**src/hdl/tsl_pkg.sv**
```systemverilog
package tsl_pkg;

  // Default build sizes
  localparam int MAX_ENTRIES_DEF = 64;
  localparam int KEY_BITS_DEF    = 32;
  localparam int ID_BITS_DEF     = 16;

  // Fixed field widths
  localparam int ACT_W  = 2;
  localparam int IDX_W  = 6;
  localparam int CNT_W  = 7;
  localparam int CAP_W  = 7;
  localparam int APB_DW = 32;
  localparam int APB_AW = 3;

  // Action codes
  localparam logic [ACT_W-1:0] ACT_CLEAR  = 2'd0;
  localparam logic [ACT_W-1:0] ACT_INSERT = 2'd1;
  localparam logic [ACT_W-1:0] ACT_READ   = 2'd2;

  // Register index, taken from paddr bit 2
  localparam logic REG_SORT_DESC = 1'b0;
  localparam logic REG_CAPACITY  = 1'b1;

  // Reset values of the registers
  localparam logic             SORT_DESC_RST = 1'b1;
  localparam logic [CAP_W-1:0] CAPACITY_RST  = 7'd64;

  typedef enum logic [1:0] {
    ST_IDLE,
    ST_CMP,
    ST_UPD
  } tsl_state_t;

  // Sequencer to datapath controls
  typedef struct packed {
    logic in_ready;
    logic load;
    logic cmp_en;
    logic upd_en;
  } tsl_ctrl_t;

endpackage

```
**src/hdl/tsl_cell.sv**
```systemverilog
module tsl_cell import tsl_pkg::*; #(
  parameter int KEY_BITS = KEY_BITS_DEF,
  parameter int ID_BITS  = ID_BITS_DEF,
  parameter int CMP_W    = 8,
  parameter int IDX      = 0
) (
  input  logic                clk,
  input  logic                descending,
  input  logic [KEY_BITS-1:0] new_key,
  input  logic [ID_BITS-1:0]  new_id,
  input  logic [CMP_W-1:0]    count,
  input  logic [CMP_W-1:0]    n_new,
  input  logic [KEY_BITS-1:0] left_key,
  input  logic [ID_BITS-1:0]  left_id,
  input  logic                found_in,
  input  logic                cmp_en,
  input  logic                ins_en,
  output logic [KEY_BITS-1:0] key,
  output logic [ID_BITS-1:0]  id,
  output logic                found_out,
  output logic                better
);

  localparam logic [CMP_W-1:0] MY_IDX = CMP_W'(IDX);

  logic [KEY_BITS-1:0] key_r;
  logic [ID_BITS-1:0]  id_r;
  logic                hit_r, hit_nxt;
  logic                better_r, better_nxt;

  // Compare the new key against the held one
  always_comb begin
    better_nxt = descending ? (new_key > key_r) : (new_key < key_r);
    hit_nxt    = ((MY_IDX < count) && (better_nxt || (new_key == key_r))) ||
                 (MY_IDX == count);
  end

  always_ff @(posedge clk) begin
    if (cmp_en) begin
      hit_r    <= hit_nxt;
      better_r <= better_nxt;
    end
  end

  // Shift from the left neighbor past the insert point, take the new word at it
  always_ff @(posedge clk) begin
    if (ins_en && (MY_IDX < n_new)) begin
      if (found_in) begin
        key_r <= left_key;
        id_r  <= left_id;
      end else if (hit_r) begin
        key_r <= new_key;
        id_r  <= new_id;
      end
    end
  end

  assign found_out = found_in | hit_r;
  assign key       = key_r;
  assign id        = id_r;
  assign better    = better_r;

endmodule

```
**config.mk**
```make
export PLATFORM = sky130hd
export DESIGN_NAME = tsl_cell
export DESIGN_NICKNAME = d
export VERILOG_FILES = /design/src/hdl/tsl_pkg.sv /design/src/hdl/tsl_cell.sv
export SDC_FILE = /design/constraint.sdc
export NUM_CORES = 1
export LEC_CHECK = 0
export BUFFER_PORTS_ARGS = -buffer_cell sky130_fd_sc_hd__buf_2
export CAP_MARGIN = 20
export CORE_ASPECT_RATIO = 1.5
export CORE_UTILIZATION = 40
export CTS_BUF_LIST = sky130_fd_sc_hd__clkbuf_16
export DETAILED_ROUTE_END_ITERATION = 7
export PLACE_DENSITY_LB_ADDON = 0.08
export SLEW_MARGIN = 10
export SYNTH_ARGS = -nofsm -noshare
export SYNTH_HDL_FRONTEND = slang
export SYNTH_SLANG_ARGS = --single-unit
```
**constraint.sdc**
```tcl
create_clock -name clk -period 6 [get_ports clk]
set_clock_uncertainty 0.2 [all_clocks]
set_input_delay 0.6 -clock clk [delete_from_list [all_inputs] [get_ports clk]]
set_output_delay 0.6 -clock clk [all_outputs]
set_load 0.01 [all_outputs]
```
=== Word level (Yosys, flattened, before mapping) ===
Cells that the tools add are included.

* Order comparisons: 4
* Equal/unequal tests: 1
* Muxes and demuxes: 5
* Bitwise gates (word level): 1
* Reductions and logical operators: 7

{| class="wikitable"
|+ Operators with widths
! cell !! count
|-
| 32-bit two-way mux || 2
|-
| 32-bit == test || 1
|-
| 32-bit greater-than comparator || 1
|-
| 32-bit < comparator || 1
|-
| 16-bit two-way mux || 2
|-
| 1-bit by 8-bit < comparator with 1-bit output, first input constant || 2
|-
| 8-bit logical NOT || 1
|-
| 1-bit logical AND || 2
|-
| 1-bit logical OR || 2
|-
| 2-bit AND reduction || 1
|-
| 2-bit nonzero test || 1
|-
| 1-bit two-way mux || 1
|-
| 1-bit bitwise OR || 1
|}

* Bits in registers: 50
* Input port bits: 117

=== Logic depth before layout (Yosys ltp) ===
* Word-level depth: 5
* Mapped depth: 8
* Mapped depth without buffers: 8

=== Worst setup path after synthesis ===
OpenSTA, ideal clock, no wires.

* Path kind: input to register
* Start: input found_in
* End: register id_r[0] (netlist: id[0]) (enable)
* Arrival time: 3.700 ns
* Required time: 5.330 ns
* Path slack: 1.631 ns
* Stages on the path: 5
* Cells stage by stage: clkbuf_1 -> buf_1 -> or2_2 -> nand2_1 -> a21oi_1

* Longest elaborated chain between the ends: 2

{| class="wikitable"
|+ RTL lines
! item !! RTL line !! text
|-
| from (decl) || tsl_cell.sv:15 || <nowiki>input logic found_in,</nowiki>
|-
| 2-bit nonzero test (no source line) || n/a ||
|-
| 2-bit AND reduction (no source line) || n/a ||
|-
| to (signal assigned) || tsl_cell.sv:50 || <nowiki>id_r <= left_id;</nowiki>
|-
| to (signal assigned) || tsl_cell.sv:53 || <nowiki>id_r <= new_id;</nowiki>
|-
| to (decl) || tsl_cell.sv:27 || <nowiki>logic [ID_BITS-1:0] id_r;</nowiki>
|}

Every way passes these cells.
A chain may end at the register's enable or synchronous reset.

=== Worst setup path after layout ===
* Start: input found_in
* End: register key_r[20] (netlist: key[20]) (enable)

* Longest elaborated chain between the ends: 2

{| class="wikitable"
|+ RTL lines
! item !! RTL line !! text
|-
| 2-bit nonzero test (no source line) || n/a ||
|-
| 2-bit AND reduction (no source line) || n/a ||
|-
| to (signal assigned) || tsl_cell.sv:49 || <nowiki>key_r <= left_key;</nowiki>
|-
| to (signal assigned) || tsl_cell.sv:52 || <nowiki>key_r <= new_key;</nowiki>
|-
| to (decl) || tsl_cell.sv:26 || <nowiki>logic [KEY_BITS-1:0] key_r;</nowiki>
|}

Every way passes these cells.

==> flow_summary.toml <==
[status]
status = "finished clean"

[synthesis]
ys_seq_area_frac = 0.511
async_reset_ff_frac = 0
ys_types = 26
synth_top_flop_cell = "edfxtp_1"
yosys_warnings = 0
avgSynthCellArea_um2 = 12.7
synth.top_cells.by_count = "edfxtp_1, mux2_2, inv_1"
synthTopCellsByArea = "edfxtp_1, mux2_2, ha_1"
synth-edff-count = 50
syn_inst = 231
netlist_area_um2 = 2940
synth_top_area_cell = "edfxtp_1"
synth.top_cell.area_share = 0.511
synth.most_common_cell = "edfxtp_1"
synth_nets = 380
synth-seq-cells = 50

[setup_path]
worstPathArrival_ps = 2450
reg2reg_from = "key[31]"
worst-path-buf-inv = 3
r2r_end = "hit_r"
reg2reg_slack_ps = 3540
crit_end = "key[20]"
crit_fanout = 50
path_class = "input port to register"
max_stage_delay_ps = 510
crit_slowest_cell = "buf_4"
cp.depth = 6
start_kind = "input port"
critPathMostFrequentCell = "buf_4"
r2r.worst_path.cells = 8
cp_top_family = "buffers and inverters"
worst_setup_path_end_kind = "register"
crit_required_ps = 5740
cp-startpoint = "found_in"
crit_chain = "buf_2, buf_4, or2_2, nand2_1, a21oi_4, buf_4"

[floorplan]
die_y_um = 107
rows = 37
die_x_um = 72.0
io_pins = 167
dieArea_um2 = 7700
core_area_um2 = 6990
initial_core_util = 0.421

[routing]
drtAntennaViolNets = 0
post_drt_wl_per_cell_um = 13.3
routed_wl_um = 6650
post-route-drc-count = 0
vias_per_cell = 4.78
vias = 2382
dr.first_iter.drc_count = 53
dr.pass1.iters = 4

[clock_tree]
cts_made_buffers = 5
clock_sinks = 50
post_cts_resized = 0
hold_buffers = 0
path_clk_slew_ps = 60
cts_max_level = 2
cts.path.max_buffers = 2
cts_tree = "yes"
worstSkewPairLatency_ps = 290
root_buffer = "clkbuf_16"
post_cts_buffers = 0

[pwr]
powerDensity_nw_per_um2 = 217
leakagePower_uw = 0.00196
swShare = 0.246
power_frac_comb = 0.205
p_switching_uw = 215
clockPowerShare = 0.308
power.internal_uw = 661
power_frac_seq = 0.487
irDropWorstVdd_mv = 0.188

[place]
hpwlAfterDp_um = 5240
place.port_buffers = 166
place.gp.congestion = 0.734
placed_area_um2 = 3900

[final_layout]
area_delta_synth_final_pct = 37.2
final_area_um2 = 4030
num-fill-cells = 635
antenna_cells = 0
layout.nets = 549
drive_above_1_share = 0.561

[grt]
grtUsageMet3 = 0.0517
grt_overflow = 0
antenna_found_initial = 0
grt_pass1_vias = 2470
grtUsageMet2 = 0.345
grt_busiest_layer = "met2"
use_met1 = 0.191
grt_pass1_wl_um = 10800
track_usage = 0.183
grt_max_degree = 51

[flow_run]
drv_cap = 0

[timing]
relSlewSlack = 0.573
worst_pin_slew_ps = 640
hold_viol = 0
rsz0062_at_grt = "false"
max_clock_freq_mhz = 368
period_share = 0.453
finalSetupViolations = 0
fin_tns_setup_ps = 0
drv_slew = 0
min_period_ps = 2720

[worst_hold_path]
hp-class = "input port to register"
## cell type report
class | instances | area, µm² | share of cell area
tap | 97 | 121 | 0.0301
timing repair buffer | 168 | 846 | 0.210
multi-input combinational | 141 | 1300 | 0.322
clock inverter | 3 | 12.5 | 0.00310
clock buffer | 5 | 125 | 0.0310
inverter | 34 | 128 | 0.0316
sequential | 50 | 1500 | 0.372
## worst reg2reg max path, cell delays in order (launching register included)
cell      delay (ps)
edfxtp_1         340
inv_1             50
ha_1             300
and4_4           240
nand4_1          130
or3_1            420
a31oi_1          260
or3_1            180
nand4_1           80
## logic make-up (layout without fill, tap and decap cells)
family,count (synthesis),count (layout),synth area share
flip-flops,50,50,0.511
adder cells (fa/ha/maj),32,32,0.136
AND/OR/NAND/NOR,35,35,0.0638
AO/OA/AOI/OAI,27,27,0.0583
buffers and inverters,40,210,0.0511
multiplexers,47,47,0.180
## flip-flops by register name, indices dropped and copies added, names as in the netlist
name and count:
id 16, better 1, key 32, hit_r 1
## per-layer routing
| layer | wire length [µm] | vias to the layer above |
|---|---|---|
| met5 | 0 | - |
| met4 | 99 | 0 |
| met3 | 477 | 8 |
| met2 | 3580 | 95 |
| met1 | 2490 | 1090 |
| li1 | - | 1189 |
## how the worst min path moves through the flow
stage	slack, ps	to	cells after the start	startpoint
4_1_cts	330	better	1	cmp_en
6_report	340	better	1	cmp_en
2_1_floorplan	510	better	0	cmp_en
3_5_place_dp	630	better	1	cmp_en
5_1_grt	340	hit_r	1	cmp_en
3_3_place_gp	620	better	1	cmp_en
## layout by cell type, fill, tap and decap left out, drive strengths merged
cell / count
nand3: 2
clkinv: 2
mux2: 47
edfxtp: 50
nand4: 6
a221o: 1
clkbuf: 5
or3: 2
buf: 168
a31oi: 1
or2: 1
a21o: 4
nand2: 12
and4: 1
a221oi: 3
nand2b: 2
nand3b: 1
o21ai: 7
nor4: 5
inv: 35
ha: 32
a21oi: 10
nor2: 2
and2: 1
o211ai: 1
## through the flow
stage | setup slack [ps] | power (µW) | instances | util | hold slack, ps
after floorplan | 1630 | 534 | 231 | - | 512
after global placement | 2940 | 612 | 490 | 0.557 | 618
after detailed placement | 2900 | 616 | 490 | 0.557 | 629
after CTS | 3210 | 891 | 498 | 0.577 | 330
after global routing | 3090 | 923 | 498 | 0.577 | 339
final | 3280 | 877 | 498 | 0.577 | 336
## power groups by stage
stage          Clock [µW]  Combinational (µW)  Sequential [µW]
2_1_floorplan           0                85.2              449
3_3_place_gp            0                 179              434
3_5_place_dp            0                 182              435
4_1_cts               280                 183              427
5_1_grt               291                 203              430
6_report              270                 180              427
Power figures use the tool's default switching activity.
